File: src/rtl/opi_pkg.sv
// ----------------------------------------------------------------------------
// opi_pkg
// Shared types and constants of the odometry pose integrator.
// ----------------------------------------------------------------------------
package opi_pkg;

   localparam int CSR_W     = 16;
   localparam int COUNT_W   = 32;
   localparam int TURN_W    = 32;
   localparam int ZW        = TURN_W + 1;
   localparam int ITER_W    = 5;
   localparam int GUARD_BITS = 8;
   localparam int LO_BITS   = 24;
   localparam int MUL_OP_W  = LO_BITS + 1;
   localparam int GAIN_W    = 31;
   localparam int PROD_W    = MUL_OP_W + GAIN_W;
   localparam int GAIN_SHIFT = 22;
   localparam int MUL_STEPS = 4;

   localparam logic signed [GAIN_W-1:0] GAIN_Q30 = 31'sd652032874;
   localparam logic signed [TURN_W-1:0] QUARTER_TURN = 32'sh4000_0000;
   localparam logic signed [TURN_W-1:0] NEG_QUARTER_TURN = -32'sh4000_0000;
   localparam logic [TURN_W-1:0] HALF_TURN = 32'h8000_0000;

   localparam logic [CSR_W-1:0] KF_INTERVAL_RESET = 16'd10;

   localparam logic [1:0] MUL_DX_LO = 2'd0;
   localparam logic [1:0] MUL_DX_HI = 2'd1;
   localparam logic [1:0] MUL_DY_LO = 2'd2;
   localparam logic [1:0] MUL_DY_HI = 2'd3;

   localparam logic ROT_GLOBAL = 1'b0;
   localparam logic ROT_WINDOW = 1'b1;

   typedef struct packed {
      logic              load;
      logic              mul_issue;
      logic [1:0]        mul_sel;
      logic              rot_init;
      logic              rot_step;
      logic              rot_done;
      logic              rot_sel;
      logic [ITER_W-1:0] iter;
      logic              out_load;
   } opi_cmd_type;

   // arctangent of 2^-i, full turn = 2^32
   function automatic logic [TURN_W-1:0] atan_turn(input logic [ITER_W-1:0] i);
      logic [TURN_W-1:0] v;
      case (i)
         5'd0:  v = 32'd536870912;
         5'd1:  v = 32'd316933406;
         5'd2:  v = 32'd167458907;
         5'd3:  v = 32'd85004756;
         5'd4:  v = 32'd42667331;
         5'd5:  v = 32'd21354465;
         5'd6:  v = 32'd10679838;
         5'd7:  v = 32'd5340245;
         5'd8:  v = 32'd2670163;
         5'd9:  v = 32'd1335087;
         5'd10: v = 32'd667544;
         5'd11: v = 32'd333772;
         5'd12: v = 32'd166886;
         5'd13: v = 32'd83443;
         5'd14: v = 32'd41722;
         5'd15: v = 32'd20861;
         5'd16: v = 32'd10430;
         5'd17: v = 32'd5215;
         5'd18: v = 32'd2608;
         5'd19: v = 32'd1304;
         5'd20: v = 32'd652;
         5'd21: v = 32'd326;
         5'd22: v = 32'd163;
         5'd23: v = 32'd81;
         default: v = '0;
      endcase
      return v;
   endfunction

endpackage

File: src/rtl/opi_req_if.sv
// ----------------------------------------------------------------------------
// opi_req_if
// Odometry step channel: valid/ready with one planar step as payload.
// ----------------------------------------------------------------------------
interface opi_req_if #(
   parameter int POS_BITS   = 32,
   parameter int ANGLE_BITS = 16
) ();
   logic                         valid;
   logic                         ready;
   logic signed [POS_BITS-1:0]   odo_dx;
   logic signed [POS_BITS-1:0]   odo_dy;
   logic signed [ANGLE_BITS-1:0] odo_dturn;

   modport source (output valid, output odo_dx, output odo_dy, output odo_dturn,
                   input ready);
   modport sink   (input valid, input odo_dx, input odo_dy, input odo_dturn,
                   output ready);
endinterface

File: src/rtl/opi_rsp_if.sv
// ----------------------------------------------------------------------------
// opi_rsp_if
// Pose result channel: valid/ready with the updated pose and keyframe data.
// ----------------------------------------------------------------------------
interface opi_rsp_if #(
   parameter int POS_BITS   = 32,
   parameter int ANGLE_BITS = 16
) ();
   logic                         valid;
   logic                         ready;
   logic signed [POS_BITS-1:0]   pose_x;
   logic signed [POS_BITS-1:0]   pose_y;
   logic signed [ANGLE_BITS-1:0] pose_heading;
   logic [31:0]                  node_index;
   logic                         keyframe_flag;
   logic [31:0]                  keyframe_index;
   logic signed [POS_BITS-1:0]   rel_x;
   logic signed [POS_BITS-1:0]   rel_y;
   logic signed [ANGLE_BITS-1:0] rel_heading;

   modport source (output valid, output pose_x, output pose_y, output pose_heading,
                   output node_index, output keyframe_flag, output keyframe_index,
                   output rel_x, output rel_y, output rel_heading, input ready);
   modport sink   (input valid, input pose_x, input pose_y, input pose_heading,
                   input node_index, input keyframe_flag, input keyframe_index,
                   input rel_x, input rel_y, input rel_heading, output ready);
endinterface

File: src/rtl/opi_ctrl.sv
// ----------------------------------------------------------------------------
// opi_ctrl
// Sequencer: gain multiply, two cordic rotations, pose update, result load.
// ----------------------------------------------------------------------------
module opi_ctrl #(
   parameter int ROTATE_ITERS = 16
) (
   input  logic                clock,
   input  logic                reset,
   input  logic                req_valid,
   output logic                req_ready,
   output logic                rsp_valid,
   input  logic                rsp_ready,
   output opi_pkg::opi_cmd_type cmd
);
   import opi_pkg::*;

   localparam int CNT_W = $clog2(ROTATE_ITERS);

   localparam logic [2:0] S_IDLE = 3'd0;
   localparam logic [2:0] S_MUL  = 3'd1;
   localparam logic [2:0] S_INIT = 3'd2;
   localparam logic [2:0] S_ITER = 3'd3;
   localparam logic [2:0] S_ACC  = 3'd4;
   localparam logic [2:0] S_OUT  = 3'd5;

   logic [2:0]       state_ff, state_in;
   logic [CNT_W-1:0] cnt_ff, cnt_in;
   logic             sel_ff, sel_in;
   logic             rsp_valid_ff, rsp_valid_in;

   assign req_ready = (state_ff == S_IDLE);
   assign rsp_valid = rsp_valid_ff;

   always_comb begin
      state_in     = state_ff;
      cnt_in       = cnt_ff;
      sel_in       = sel_ff;
      rsp_valid_in = rsp_valid_ff;
      cmd          = '0;
      cmd.rot_sel  = sel_ff;
      cmd.iter     = ITER_W'(cnt_ff);
      cmd.mul_sel  = cnt_ff[1:0];
      if (rsp_valid_ff && rsp_ready) begin
         rsp_valid_in = 1'b0;
      end
      case (state_ff)
         S_IDLE: begin
            if (req_valid) begin
               cmd.load = 1'b1;
               cnt_in   = '0;
               state_in = S_MUL;
            end
         end
         S_MUL: begin
            cmd.mul_issue = (cnt_ff != CNT_W'(MUL_STEPS));
            if (cnt_ff == CNT_W'(MUL_STEPS)) begin
               sel_in   = ROT_GLOBAL;
               state_in = S_INIT;
            end else begin
               cnt_in = cnt_ff + 1'b1;
            end
         end
         S_INIT: begin
            cmd.rot_init = 1'b1;
            cnt_in       = '0;
            state_in     = S_ITER;
         end
         S_ITER: begin
            cmd.rot_step = 1'b1;
            if (cnt_ff == CNT_W'(ROTATE_ITERS - 1)) begin
               state_in = S_ACC;
            end else begin
               cnt_in = cnt_ff + 1'b1;
            end
         end
         S_ACC: begin
            cmd.rot_done = 1'b1;
            if (sel_ff == ROT_GLOBAL) begin
               sel_in   = ROT_WINDOW;
               state_in = S_INIT;
            end else begin
               state_in = S_OUT;
            end
         end
         S_OUT: begin
            if (!rsp_valid_ff || rsp_ready) begin
               cmd.out_load = 1'b1;
               rsp_valid_in = 1'b1;
               state_in     = S_IDLE;
            end
         end
         default: begin
            state_in = S_IDLE;
         end
      endcase
   end

   always_ff @(posedge clock) begin
      if (reset) begin
         state_ff     <= S_IDLE;
         cnt_ff       <= '0;
         sel_ff       <= ROT_GLOBAL;
         rsp_valid_ff <= 1'b0;
      end else begin
         state_ff     <= state_in;
         cnt_ff       <= cnt_in;
         sel_ff       <= sel_in;
         rsp_valid_ff <= rsp_valid_in;
      end
   end

endmodule

File: src/rtl/opi_datapath.sv
// ----------------------------------------------------------------------------
// opi_datapath
// Gain multiplier, shared cordic rotator, pose accumulators and result regs.
// ----------------------------------------------------------------------------
module opi_datapath #(
   parameter int POS_BITS   = 32,
   parameter int ANGLE_BITS = 16
) (
   input  logic                            clock,
   input  logic                            reset,
   input  opi_pkg::opi_cmd_type            cmd,
   input  logic signed [POS_BITS-1:0]      req_odo_dx,
   input  logic signed [POS_BITS-1:0]      req_odo_dy,
   input  logic signed [ANGLE_BITS-1:0]    req_odo_dturn,
   input  logic                            csr_wr_en,
   input  logic [opi_pkg::CSR_W-1:0]       csr_wr_data,
   output logic signed [POS_BITS-1:0]      rsp_pose_x,
   output logic signed [POS_BITS-1:0]      rsp_pose_y,
   output logic signed [ANGLE_BITS-1:0]    rsp_pose_heading,
   output logic [opi_pkg::COUNT_W-1:0]     rsp_node_index,
   output logic                            rsp_keyframe_flag,
   output logic [opi_pkg::COUNT_W-1:0]     rsp_keyframe_index,
   output logic signed [POS_BITS-1:0]      rsp_rel_x,
   output logic signed [POS_BITS-1:0]      rsp_rel_y,
   output logic signed [ANGLE_BITS-1:0]    rsp_rel_heading
);
   import opi_pkg::*;

   localparam int P  = POS_BITS;
   localparam int A  = ANGLE_BITS;
   localparam int AW = P + GAIN_W;
   localparam int CW = P + GUARD_BITS + 2;
   localparam int RW = CW - GUARD_BITS;
   localparam int SW = P + 3;

   localparam logic signed [CW-1:0] RND =
      {{(CW-GUARD_BITS){1'b0}}, 1'b1, {(GUARD_BITS-1){1'b0}}};
   localparam logic signed [SW-1:0] POS_MAX = {{(SW-P+1){1'b0}}, {(P-1){1'b1}}};
   localparam logic signed [SW-1:0] POS_MIN = ~POS_MAX;

   function automatic logic signed [P-1:0] sat_add(input logic signed [P-1:0] pos,
                                                   input logic signed [RW-1:0] d);
      logic signed [SW-1:0] s;
      logic signed [P-1:0]  r;
      s = SW'(pos) + SW'(d);
      if (s > POS_MAX) begin
         r = POS_MAX[P-1:0];
      end else if (s < POS_MIN) begin
         r = POS_MIN[P-1:0];
      end else begin
         r = s[P-1:0];
      end
      return r;
   endfunction

   // architectural state
   logic [CSR_W-1:0]       interval_ff, interval_in;
   logic signed [P-1:0]    glob_x_ff, glob_x_in, glob_y_ff, glob_y_in;
   logic [A-1:0]           glob_head_ff, glob_head_in;
   logic signed [P-1:0]    win_x_ff, win_x_in, win_y_ff, win_y_in;
   logic [A-1:0]           win_head_ff, win_head_in;
   logic [CSR_W-1:0]       win_steps_ff, win_steps_in;
   logic [COUNT_W-1:0]     node_cnt_ff, node_cnt_in;
   logic [COUNT_W-1:0]     kf_cnt_ff, kf_cnt_in;
   logic                   prod_vld_ff, prod_vld_in;

   // working registers
   logic signed [P-1:0]    dx_ff, dx_in, dy_ff, dy_in;
   logic [A-1:0]           dturn_ff, dturn_in;
   logic signed [PROD_W-1:0] prod_ff, prod_in;
   logic [1:0]             prod_sel_ff, prod_sel_in;
   logic signed [AW-1:0]   acc_ff, acc_in;
   logic signed [CW-1:0]   gx_ff, gx_in, gy_ff, gy_in;
   logic signed [CW-1:0]   a_ff, a_in, b_ff, b_in;
   logic signed [ZW-1:0]   z_ff, z_in;

   // result registers
   logic signed [P-1:0]    o_pose_x_ff, o_pose_x_in, o_pose_y_ff, o_pose_y_in;
   logic [A-1:0]           o_pose_head_ff, o_pose_head_in;
   logic [COUNT_W-1:0]     o_node_ff, o_node_in;
   logic                   o_kf_ff, o_kf_in;
   logic [COUNT_W-1:0]     o_kf_idx_ff, o_kf_idx_in;
   logic signed [P-1:0]    o_rel_x_ff, o_rel_x_in, o_rel_y_ff, o_rel_y_in;
   logic [A-1:0]           o_rel_head_ff, o_rel_head_in;

   // combinational temporaries
   logic signed [P-1:0]        dx_hi, dy_hi;
   logic signed [MUL_OP_W-1:0] mul_op;
   logic signed [AW-1:0]       gain_sum, gain_shift;
   logic [A-1:0]               head_sel;
   logic [TURN_W-1:0]          zu;
   logic signed [TURN_W-1:0]   zs;
   logic signed [CW-1:0]       sa, sb;
   logic signed [ZW-1:0]       at;
   logic signed [CW-1:0]       ra, rb;
   logic signed [RW-1:0]       rx, ry;
   logic [CSR_W-1:0]           steps_nxt;
   logic                       kf;

   assign dx_hi = dx_ff >>> LO_BITS;
   assign dy_hi = dy_ff >>> LO_BITS;

   always_comb begin
      case (cmd.mul_sel)
         MUL_DX_LO: mul_op = $signed({1'b0, dx_ff[LO_BITS-1:0]});
         MUL_DX_HI: mul_op = MUL_OP_W'(dx_hi);
         MUL_DY_LO: mul_op = $signed({1'b0, dy_ff[LO_BITS-1:0]});
         MUL_DY_HI: mul_op = MUL_OP_W'(dy_hi);
         default:   mul_op = '0;
      endcase
   end

   assign gain_sum   = acc_ff + (AW'(prod_ff) <<< LO_BITS);
   assign gain_shift = gain_sum >>> GAIN_SHIFT;

   assign head_sel = (cmd.rot_sel == ROT_GLOBAL) ? glob_head_ff : win_head_ff;
   assign zu       = {head_sel, {(TURN_W-A){1'b0}}};
   assign zs       = $signed(zu);

   assign sa = a_ff >>> cmd.iter;
   assign sb = b_ff >>> cmd.iter;
   assign at = $signed({1'b0, atan_turn(cmd.iter)});

   assign ra = (a_ff + RND) >>> GUARD_BITS;
   assign rb = (b_ff + RND) >>> GUARD_BITS;
   assign rx = RW'(ra);
   assign ry = RW'(rb);

   assign steps_nxt = win_steps_ff + 1'b1;
   assign kf        = (steps_nxt >= interval_ff);

   always_comb begin
      interval_in    = interval_ff;
      glob_x_in      = glob_x_ff;
      glob_y_in      = glob_y_ff;
      glob_head_in   = glob_head_ff;
      win_x_in       = win_x_ff;
      win_y_in       = win_y_ff;
      win_head_in    = win_head_ff;
      win_steps_in   = win_steps_ff;
      node_cnt_in    = node_cnt_ff;
      kf_cnt_in      = kf_cnt_ff;
      prod_vld_in    = cmd.mul_issue;
      dx_in          = dx_ff;
      dy_in          = dy_ff;
      dturn_in       = dturn_ff;
      prod_in        = PROD_W'(mul_op) * PROD_W'(GAIN_Q30);
      prod_sel_in    = cmd.mul_sel;
      acc_in         = acc_ff;
      gx_in          = gx_ff;
      gy_in          = gy_ff;
      a_in           = a_ff;
      b_in           = b_ff;
      z_in           = z_ff;
      o_pose_x_in    = o_pose_x_ff;
      o_pose_y_in    = o_pose_y_ff;
      o_pose_head_in = o_pose_head_ff;
      o_node_in      = o_node_ff;
      o_kf_in        = o_kf_ff;
      o_kf_idx_in    = o_kf_idx_ff;
      o_rel_x_in     = o_rel_x_ff;
      o_rel_y_in     = o_rel_y_ff;
      o_rel_head_in  = o_rel_head_ff;

      if (csr_wr_en) begin
         interval_in = csr_wr_data;
      end

      if (cmd.load) begin
         dx_in    = req_odo_dx;
         dy_in    = req_odo_dy;
         dturn_in = req_odo_dturn;
      end

      // low half starts the sum, high half finishes it
      if (prod_vld_ff) begin
         case (prod_sel_ff)
            MUL_DX_LO, MUL_DY_LO: acc_in = AW'(prod_ff);
            MUL_DX_HI:            gx_in  = CW'(gain_shift);
            MUL_DY_HI:            gy_in  = CW'(gain_shift);
            default:              acc_in = acc_ff;
         endcase
      end

      // fold into the right half plane
      if (cmd.rot_init) begin
         if (zs > QUARTER_TURN || zs < NEG_QUARTER_TURN) begin
            a_in = -gx_ff;
            b_in = -gy_ff;
            z_in = ZW'($signed(zu ^ HALF_TURN));
         end else begin
            a_in = gx_ff;
            b_in = gy_ff;
            z_in = ZW'(zs);
         end
      end

      if (cmd.rot_step) begin
         if (!z_ff[ZW-1]) begin
            a_in = a_ff - sb;
            b_in = b_ff + sa;
            z_in = z_ff - at;
         end else begin
            a_in = a_ff + sb;
            b_in = b_ff - sa;
            z_in = z_ff + at;
         end
      end

      if (cmd.rot_done) begin
         if (cmd.rot_sel == ROT_GLOBAL) begin
            glob_x_in    = sat_add(glob_x_ff, rx);
            glob_y_in    = sat_add(glob_y_ff, ry);
            glob_head_in = glob_head_ff + dturn_ff;
         end else begin
            win_x_in    = sat_add(win_x_ff, rx);
            win_y_in    = sat_add(win_y_ff, ry);
            win_head_in = win_head_ff + dturn_ff;
         end
      end

      if (cmd.out_load) begin
         node_cnt_in    = node_cnt_ff + 1'b1;
         o_pose_x_in    = glob_x_ff;
         o_pose_y_in    = glob_y_ff;
         o_pose_head_in = glob_head_ff;
         o_node_in      = node_cnt_ff + 1'b1;
         o_kf_in        = kf;
         if (kf) begin
            kf_cnt_in     = kf_cnt_ff + 1'b1;
            o_kf_idx_in   = kf_cnt_ff + 1'b1;
            o_rel_x_in    = win_x_ff;
            o_rel_y_in    = win_y_ff;
            o_rel_head_in = win_head_ff;
            win_x_in      = '0;
            win_y_in      = '0;
            win_head_in   = '0;
            win_steps_in  = '0;
         end else begin
            o_kf_idx_in   = '0;
            o_rel_x_in    = '0;
            o_rel_y_in    = '0;
            o_rel_head_in = '0;
            win_steps_in  = steps_nxt;
         end
      end
   end

   always_ff @(posedge clock) begin
      if (reset) begin
         interval_ff  <= KF_INTERVAL_RESET;
         glob_x_ff    <= '0;
         glob_y_ff    <= '0;
         glob_head_ff <= '0;
         win_x_ff     <= '0;
         win_y_ff     <= '0;
         win_head_ff  <= '0;
         win_steps_ff <= '0;
         node_cnt_ff  <= '0;
         kf_cnt_ff    <= '0;
         prod_vld_ff  <= 1'b0;
      end else begin
         interval_ff  <= interval_in;
         glob_x_ff    <= glob_x_in;
         glob_y_ff    <= glob_y_in;
         glob_head_ff <= glob_head_in;
         win_x_ff     <= win_x_in;
         win_y_ff     <= win_y_in;
         win_head_ff  <= win_head_in;
         win_steps_ff <= win_steps_in;
         node_cnt_ff  <= node_cnt_in;
         kf_cnt_ff    <= kf_cnt_in;
         prod_vld_ff  <= prod_vld_in;
      end
   end

   always_ff @(posedge clock) begin
      dx_ff          <= dx_in;
      dy_ff          <= dy_in;
      dturn_ff       <= dturn_in;
      prod_ff        <= prod_in;
      prod_sel_ff    <= prod_sel_in;
      acc_ff         <= acc_in;
      gx_ff          <= gx_in;
      gy_ff          <= gy_in;
      a_ff           <= a_in;
      b_ff           <= b_in;
      z_ff           <= z_in;
      o_pose_x_ff    <= o_pose_x_in;
      o_pose_y_ff    <= o_pose_y_in;
      o_pose_head_ff <= o_pose_head_in;
      o_node_ff      <= o_node_in;
      o_kf_ff        <= o_kf_in;
      o_kf_idx_ff    <= o_kf_idx_in;
      o_rel_x_ff     <= o_rel_x_in;
      o_rel_y_ff     <= o_rel_y_in;
      o_rel_head_ff  <= o_rel_head_in;
   end

   assign rsp_pose_x         = o_pose_x_ff;
   assign rsp_pose_y         = o_pose_y_ff;
   assign rsp_pose_heading   = $signed(o_pose_head_ff);
   assign rsp_node_index     = o_node_ff;
   assign rsp_keyframe_flag  = o_kf_ff;
   assign rsp_keyframe_index = o_kf_idx_ff;
   assign rsp_rel_x          = o_rel_x_ff;
   assign rsp_rel_y          = o_rel_y_ff;
   assign rsp_rel_heading    = $signed(o_rel_head_ff);

endmodule

File: src/rtl/odometry_pose_integrator_keyframe_unit.sv
// ----------------------------------------------------------------------------
// odometry_pose_integrator_keyframe_unit
// Takes one step at a time: req is not ready again until the result of the
// previous step is loaded, as each step runs the gain multiply and the shared
// cordic rotator, once for the global pose and once for the window pose; a held
// rsp stalls the next step.
// Reset clears pose, window, counters and sets the keyframe interval to 10.
// ----------------------------------------------------------------------------
module odometry_pose_integrator_keyframe_unit #(
   parameter int POS_BITS     = 32,
   parameter int ANGLE_BITS   = 16,
   parameter int ROTATE_ITERS = 16
) (
   input  logic                        clock,
   input  logic                        reset,
   opi_req_if.sink                     req,
   opi_rsp_if.source                   rsp,
   input  logic                        csr_wr_en,
   input  logic [opi_pkg::CSR_W-1:0]   csr_wr_data
);
   import opi_pkg::*;

   opi_cmd_type cmd;

   opi_ctrl #(
      .ROTATE_ITERS (ROTATE_ITERS)
   ) u_ctrl (
      .clock     (clock),
      .reset     (reset),
      .req_valid (req.valid),
      .req_ready (req.ready),
      .rsp_valid (rsp.valid),
      .rsp_ready (rsp.ready),
      .cmd       (cmd)
   );

   opi_datapath #(
      .POS_BITS   (POS_BITS),
      .ANGLE_BITS (ANGLE_BITS)
   ) u_datapath (
      .clock              (clock),
      .reset              (reset),
      .cmd                (cmd),
      .req_odo_dx         (req.odo_dx),
      .req_odo_dy         (req.odo_dy),
      .req_odo_dturn      (req.odo_dturn),
      .csr_wr_en          (csr_wr_en),
      .csr_wr_data        (csr_wr_data),
      .rsp_pose_x         (rsp.pose_x),
      .rsp_pose_y         (rsp.pose_y),
      .rsp_pose_heading   (rsp.pose_heading),
      .rsp_node_index     (rsp.node_index),
      .rsp_keyframe_flag  (rsp.keyframe_flag),
      .rsp_keyframe_index (rsp.keyframe_index),
      .rsp_rel_x          (rsp.rel_x),
      .rsp_rel_y          (rsp.rel_y),
      .rsp_rel_heading    (rsp.rel_heading)
   );

endmodule
File: src/flat_wrapper.sv
// flat-port wrapper written by rule: the top's interface ports become plain ports
module odometry_pose_integrator_keyframe_unit_flat import opi_pkg::*;
#(
   parameter int POS_BITS     = 32,
   parameter int ANGLE_BITS   = 16,
   parameter int ROTATE_ITERS = 16
)
  (clock, reset, csr_wr_en, csr_wr_data, req_valid, req_odo_dx, req_odo_dy, req_odo_dturn, req_ready, rsp_valid, rsp_pose_x, rsp_pose_y, rsp_pose_heading, rsp_node_index, rsp_keyframe_flag, rsp_keyframe_index, rsp_rel_x, rsp_rel_y, rsp_rel_heading, rsp_ready);
  opi_req_if #(.POS_BITS(POS_BITS), .ANGLE_BITS(ANGLE_BITS)) req_i ();
  opi_rsp_if #(.POS_BITS(POS_BITS), .ANGLE_BITS(ANGLE_BITS)) rsp_i ();
  input  logic clock;
  input  logic reset;
  input  logic csr_wr_en;
  input  logic [opi_pkg::CSR_W-1:0] csr_wr_data;
  input wire logic [$bits(req_i.valid)-1:0] req_valid;
  input wire logic [$bits(req_i.odo_dx)-1:0] req_odo_dx;
  input wire logic [$bits(req_i.odo_dy)-1:0] req_odo_dy;
  input wire logic [$bits(req_i.odo_dturn)-1:0] req_odo_dturn;
  output wire logic [$bits(req_i.ready)-1:0] req_ready;
  output wire logic [$bits(rsp_i.valid)-1:0] rsp_valid;
  output wire logic [$bits(rsp_i.pose_x)-1:0] rsp_pose_x;
  output wire logic [$bits(rsp_i.pose_y)-1:0] rsp_pose_y;
  output wire logic [$bits(rsp_i.pose_heading)-1:0] rsp_pose_heading;
  output wire logic [$bits(rsp_i.node_index)-1:0] rsp_node_index;
  output wire logic [$bits(rsp_i.keyframe_flag)-1:0] rsp_keyframe_flag;
  output wire logic [$bits(rsp_i.keyframe_index)-1:0] rsp_keyframe_index;
  output wire logic [$bits(rsp_i.rel_x)-1:0] rsp_rel_x;
  output wire logic [$bits(rsp_i.rel_y)-1:0] rsp_rel_y;
  output wire logic [$bits(rsp_i.rel_heading)-1:0] rsp_rel_heading;
  input wire logic [$bits(rsp_i.ready)-1:0] rsp_ready;
  assign req_i.valid = req_valid;
  assign req_i.odo_dx = req_odo_dx;
  assign req_i.odo_dy = req_odo_dy;
  assign req_i.odo_dturn = req_odo_dturn;
  assign req_ready = req_i.ready;
  assign rsp_valid = rsp_i.valid;
  assign rsp_pose_x = rsp_i.pose_x;
  assign rsp_pose_y = rsp_i.pose_y;
  assign rsp_pose_heading = rsp_i.pose_heading;
  assign rsp_node_index = rsp_i.node_index;
  assign rsp_keyframe_flag = rsp_i.keyframe_flag;
  assign rsp_keyframe_index = rsp_i.keyframe_index;
  assign rsp_rel_x = rsp_i.rel_x;
  assign rsp_rel_y = rsp_i.rel_y;
  assign rsp_rel_heading = rsp_i.rel_heading;
  assign rsp_i.ready = rsp_ready;
  odometry_pose_integrator_keyframe_unit #(.POS_BITS(POS_BITS), .ANGLE_BITS(ANGLE_BITS), .ROTATE_ITERS(ROTATE_ITERS)) u_core (.clock(clock), .reset(reset), .req(req_i), .rsp(rsp_i), .csr_wr_en(csr_wr_en), .csr_wr_data(csr_wr_data));
endmodule
File: config.mk
export PLATFORM = sky130hd
export DESIGN_NAME = odometry_pose_integrator_keyframe_unit_flat
export DESIGN_NICKNAME = d
export VERILOG_FILES = /design/src/rtl/opi_pkg.sv /design/src/rtl/opi_req_if.sv /design/src/rtl/opi_rsp_if.sv /design/src/rtl/opi_ctrl.sv /design/src/rtl/opi_datapath.sv /design/src/rtl/odometry_pose_integrator_keyframe_unit.sv /design/src/flat_wrapper.sv
export SDC_FILE = /design/constraint.sdc
export NUM_CORES = 2
export LEC_CHECK = 0
export ABC_AREA = 1
export BUFFER_PORTS_ARGS = -buffer_cell sky130_fd_sc_hd__clkbuf_2
export CORE_MARGIN = 8
export CORE_UTILIZATION = 56
export DETAILED_ROUTE_END_ITERATION = 6
export PLACE_DENSITY = 0.74
export SLEW_MARGIN = 20
export SYNTH_ARGS = -nofsm -noshare
export SYNTH_HDL_FRONTEND = slang
export SYNTH_HIERARCHICAL = 1
export SYNTH_SLANG_ARGS = --single-unit
File: constraint.sdc
create_clock -name clock -period 27.9 [get_ports clock]
set_input_delay 1.395 -clock clock [delete_from_list [all_inputs] [get_ports clock]]
set_output_delay 1.395 -clock clock [all_outputs]
set_load 0.01 [all_outputs]
# Yosys cells after proc, flatten, opt, wreduce, memory -nomap -nowiden
# Memories as Yosys holds them, arrays and structs flattened. A register that Yosys moved wholly into a read port is not among the register bits.
# Cells that the tools add are included.
# word_totals
ff_bits	882
mem_count	1
rom_bits	960
word_cells	173
# classes
bitwise_logic	3
shift	2
mul	1
eq_ne	20
n_reduce_logical	20
muxes	59
n_addsub	21
order_cmp	11
# mem_list
memory	depth	width	read_ports	rd_clocked_by_memory_dff	wr	line_no	rtl
(no name shown)	32	30	1	1	0	opi_pkg.sv:50	case (i)
# ops
operator	count
two-way mux 32 bit	16
two-way mux 42 bit	8
adder 32 x 34 -> 35 bit	4
greater-than comparator 35 x 32 -> 1 bit (second input constant)	4
less-than comparator 35 x 32 -> 1 bit (second input constant)	4
two-way mux 33 bit	4
one-hot mux 25 bit (4 select lines)	1
two-way mux 16 bit	6
adder 42 bit	2
adder 42 x 9 -> 42 bit (second input constant)	2
negator 41 -> 42 bit	2
>>> shifter 42 x 4 -> 42 bit	2
subtractor 42 bit	2
adder 32 x 1 -> 32 bit (second input constant)	2
adder 56 x 63 -> 63 bit	1
multiplier 25 x 30 -> 55 bit (second input constant)	1
adder 33 bit	1
subtractor 33 bit	1
adder 16 bit	2
greater-than comparator 32 bit (second input constant)	1
less-than comparator 32 x 31 -> 1 bit (second input constant)	1
one-hot mux 3 bit (6 select lines)	1
adder 16 x 1 -> 16 bit (second input constant)	1
greater-or-equal comparator 16 bit	1
other kinds (27)	67

# Longest topological paths before layout
# depth
depth_word	9
depth_mapped	37

# Hierarchy
# The synthesis kept the hierarchy.
# modules_own_cells
module	n_inst	cells_each	area_each_um2	seq_area_each_um2
opi_datapath	1	10015	74875.6	22441.5
opi_ctrl	1	122	714.4	180.2

# Worst setup path before layout
# No wires, ideal clock.
# synth_path
kind	in2reg
from	in rsp_ready
to	reg u_core.u_datapath.kf_cnt_ff[30]
arrival_time_ns	15.481
setup_time_ns	0.059
path_slack_ns	12.359
path_stages	6
path_cell_list	inv_1 -> a21oi_1 -> nand2_1 -> nor2_1 -> clkbuf_1 -> a22o_1
# synth_lines
element	line_no	rtl
start: declaration	flat_wrapper.sv:30	input wire logic [$bits(rsp_i.ready)-1:0] rsp_ready;
end signal: assignment	opi_datapath.sv:272	kf_cnt_ff <= kf_cnt_in;
end: declaration	opi_datapath.sv:64	logic [COUNT_W-1:0] kf_cnt_ff, kf_cnt_in;

# Worst setup path after layout
# layout_path
from	reg u_core.u_ctrl.cnt_ff[0]
to	reg u_core.u_datapath.prod_ff[44]
# layout_between
elab_chain_cells	3
elab_cells_between_ends	6
# layout_rtl
element	line_no	rtl
start: declaration	opi_ctrl.sv:28	logic [CNT_W-1:0] cnt_ff, cnt_in;
start signal: assignment	opi_ctrl.sv:107	cnt_ff <= cnt_in;
equality test 2 bit (tied with other cells)	opi_datapath.sv:104	case (cmd.mul_sel)
one-hot mux 25 bit (4 select lines) (*)	opi_datapath.sv:104	
multiplier 25 x 30 -> 55 bit (*)	opi_datapath.sv:147	prod_in = PROD_W'(mul_op) * PROD_W'(GAIN_Q30);
via u_core.u_datapath.prod_in[44]	opi_datapath.sv:70	logic signed [PROD_W-1:0] prod_ff, prod_in;
end signal: assignment	opi_datapath.sv:281	prod_ff <= prod_in;
end: declaration	opi_datapath.sv:70	
# The timed path passes the listed nets; every way through them passes the cells marked *.
# A chain may end at the register's enable or synchronous reset.

==> flow_summary.json <==
{
  "synthesis.instances": 10100,
  "drt_iter0_markers": 7792,
  "dieArea_mm2": 0.147,
  "io_pins": 328,
  "core_area_mm2": 0.135,
  "final_common_cell": "nand2_1",
  "grt_first_pass_wirelength_mm": 402,
  "status": "complete, but fails checks",
  "setup_viol": 0,
  "clk_pin_slew_worst_paths_ns": 0.06,
  "synthesis.area_mm2": 0.0756,
  "finClkSkew_ns": 0.0561,
  "vias_per_cell": 5.86,
  "row_count": 135,
  "initial_core_util_pct": 56.1,
  "path_delay_family": "adder cells",
  "synthArstFlopShare_pct": 0,
  "place_congestion": 1.07,
  "die_w_um": 383,
  "period_minus_slack_ns": 8.92,
  "crit_required_ns": 28.55,
  "critPathKind": "reg -> reg",
  "drt_wl_total_mm": 263,
  "min_path_type": "reg -> reg",
  "dp_hpwl_mm": 213,
  "relSlewSlack_pct": 28.3,
  "postRouteAntennaNets": 0,
  "hold_viol_final": 0,
  "drcViolationCount": 2,
  "die_h_um": 383,
  "clk_latency_ns": 0.75,
  "cts_hold_buf": 0,
  "cts_tree": "built",
  "drv_cap": 0,
  "vias": 71600,
  "synth-seq-cells": 861,
  "nNetsFinal": 11400,
  "synth_edf_count": 538,
  "worst-path-buf-inv": 5,
  "avgSynthCellArea_um2": 7.46,
  "end_kind": "flop",
  "critPathMaxStageDelay_ns": 0.64,
  "max_freq_mhz": 112,
  "htreeDepth": 3,
  "areaGrowthSynthToFinish_pct": 8.46,
  "root_buffer": "clkbuf_16",
  "wl_per_cell_um": 21.5,
  "ctsResizeCount": 0,
  "crit_top_cell": "nand2_1",
  "critPathArrivalTime_ns": 9.56,
  "synth_cell_type_count": 72,
  "antenna_found_initial": 1,
  "gr-total-overflow": 0,
  "post_cts_buffers": 0,
  "mostFrequentLayoutCells": "nand2_1, inv_1, nor2_1",
  "syn_nets": 11200,
  "antenna_cells": 0,
  "drv_slew": 0,
  "drtPass1Iterations": 7,
  "cts_num_sinks": 861,
  "failed_checks": "design-rule violations",
  "cts_buffers": 93,
  "portBuffers": 327,
  "grt_max_degree": 158,
  "start_kind": "flop",
  "ys_seq_area_share_pct": 29.9,
  "worst_path_max_delay_cell": "ha_1",
  "track_usage_pct": 34.8,
  "ys.flop_type": "edfxtp_1",
  "crit_path_max_fanout": 24,
  "drive_gt1_share_pct": 6.65,
  "rsz0062_at_grt": "false",
  "grt_pass1_vias": 69300,
  "tightest_slew_ns": 1.06,
  "finalSetupTns_ns": 0,
  "cts_max_path_buffers": 3,
  "fin_crit_sh_pct": 32.0,
  "ys_warn_count": 6
}
[final timing paths]
kind / cells past startpoint / slack, ns / from / end
hold reg to reg: 0 / 0.38 / u_core/u_datapath/prod_ff[51]$_DFF_P_ / u_core/u_datapath/acc_ff[51]$_DFFE_PP_
setup / recovery: 28 / 18.98 / u_core/u_ctrl/cnt_ff[0]$_SDFFE_PP0P_ / u_core/u_datapath/prod_ff[44]$_DFF_P_
setup reg to reg: 28 / 18.98 / u_core/u_ctrl/cnt_ff[0]$_SDFFE_PP0P_ / u_core/u_datapath/prod_ff[44]$_DFF_P_
hold / removal: 0 / 0.38 / u_core/u_datapath/prod_ff[51]$_DFF_P_ / u_core/u_datapath/acc_ff[51]$_DFFE_PP_
[per-layer routing]
| layer | vias to the layer above | share of wire (%) | global-route usage, % |
|---|---|---|---|
| met3 | 577 | 9.4 | 7.22 |
| met1 | 33800 | 42 | 46.4 |
| met4 | 2 | 4.3 | 12.6 |
| met2 | 3355 | 45 | 55.9 |
| li1 | 33900 | - | - |
| met5 | - | 0.0049 | 0 |
[synth_stat cells, types with 18 or more instances]
cell / instances / area, um^2
or2_2: 35 / 219
nor4_1: 52 / 325
edfxtp_1: 538 / 16200
nand3_1: 704 / 3520
a21oi_1: 831 / 4160
fa_1: 323 / 6470
dfxtp_1: 323 / 6470
a211oi_1: 18 / 135
o21bai_1: 35 / 263
nor3_1: 134 / 671
o21ai_1: 42 / 210
nor2_1: 841 / 3160
buf_2: 68 / 340
o31ai_1: 18 / 135
a21o_1: 39 / 293
nand4_1: 85 / 532
nand2_2: 23 / 144
xnor2_1: 123 / 1080
xor2_1: 333 / 2920
o21ai_0: 693 / 3470
nand3b_1: 22 / 165
inv_2: 28 / 105
a31oi_1: 69 / 432
nand2_1: 2292 / 8600
inv_1: 1465 / 5500
nor2_2: 31 / 194
o21a_1: 36 / 270
ha_1: 600 / 7510
buf_1: 19 / 71.3
clkbuf_1: 134 / 503
[cell type report]
class | instances | area (um^2)
clock buffers | 117 | 2500
clock inverters | 57 | 706
fillers | 12500 | 52800
inverters | 1500 | 5640
multi-input cells | 7527 | 46200
flip-flops and latches | 861 | 22600
well taps | 1781 | 2230
repair buffers | 374 | 2050
[cells by family (layout without fill, tap and decap cells)]
group,count (synthesis),in the layout,synth area share [%]
and+or+nand+nor,4266,4266,23.7
AOI/OAI and AO/OA,1879,1879,13.5
buffers and inverters,1749,2048,9.02
adders and majority gates,923,923,18.5
DFF,861,861,29.9
xor gates and xnor gates,456,456,5.28
muxes,2,2,0.0265
other,1,1,0.00496
[state kept, by name (all words and copies together) (netlist names), 33 cells and up]
signal / count
u_core/u_datapath/z_ff: 33
u_core/u_datapath/prod_ff: 55
u_core/u_datapath/gy_ff: 41
u_core/u_datapath/a_ff: 42
u_core/u_datapath/b_ff: 42
u_core/u_datapath/gx_ff: 41
u_core/u_datapath/acc_ff: 34
[through the flow]
step	hold WS [ns]	setup slack [ns]	util, %	instances	area (um^2)
2_1_floorplan	0.386	12.36	-	10100	75600
3_3_place_gp	0.404	19.30	58.4	12000	78700
3_5_place_dp	0.394	19.17	58.4	12000	78700
4_1_cts	0.396	19.08	60.8	12200	81900
5_1_grt	0.401	18.44	60.8	12200	82000
6_report	0.384	18.98	60.8	12200	82000
Power is not shown: default switching activity piles up to over one toggle a cycle in this logic, so the estimate is an artifact.
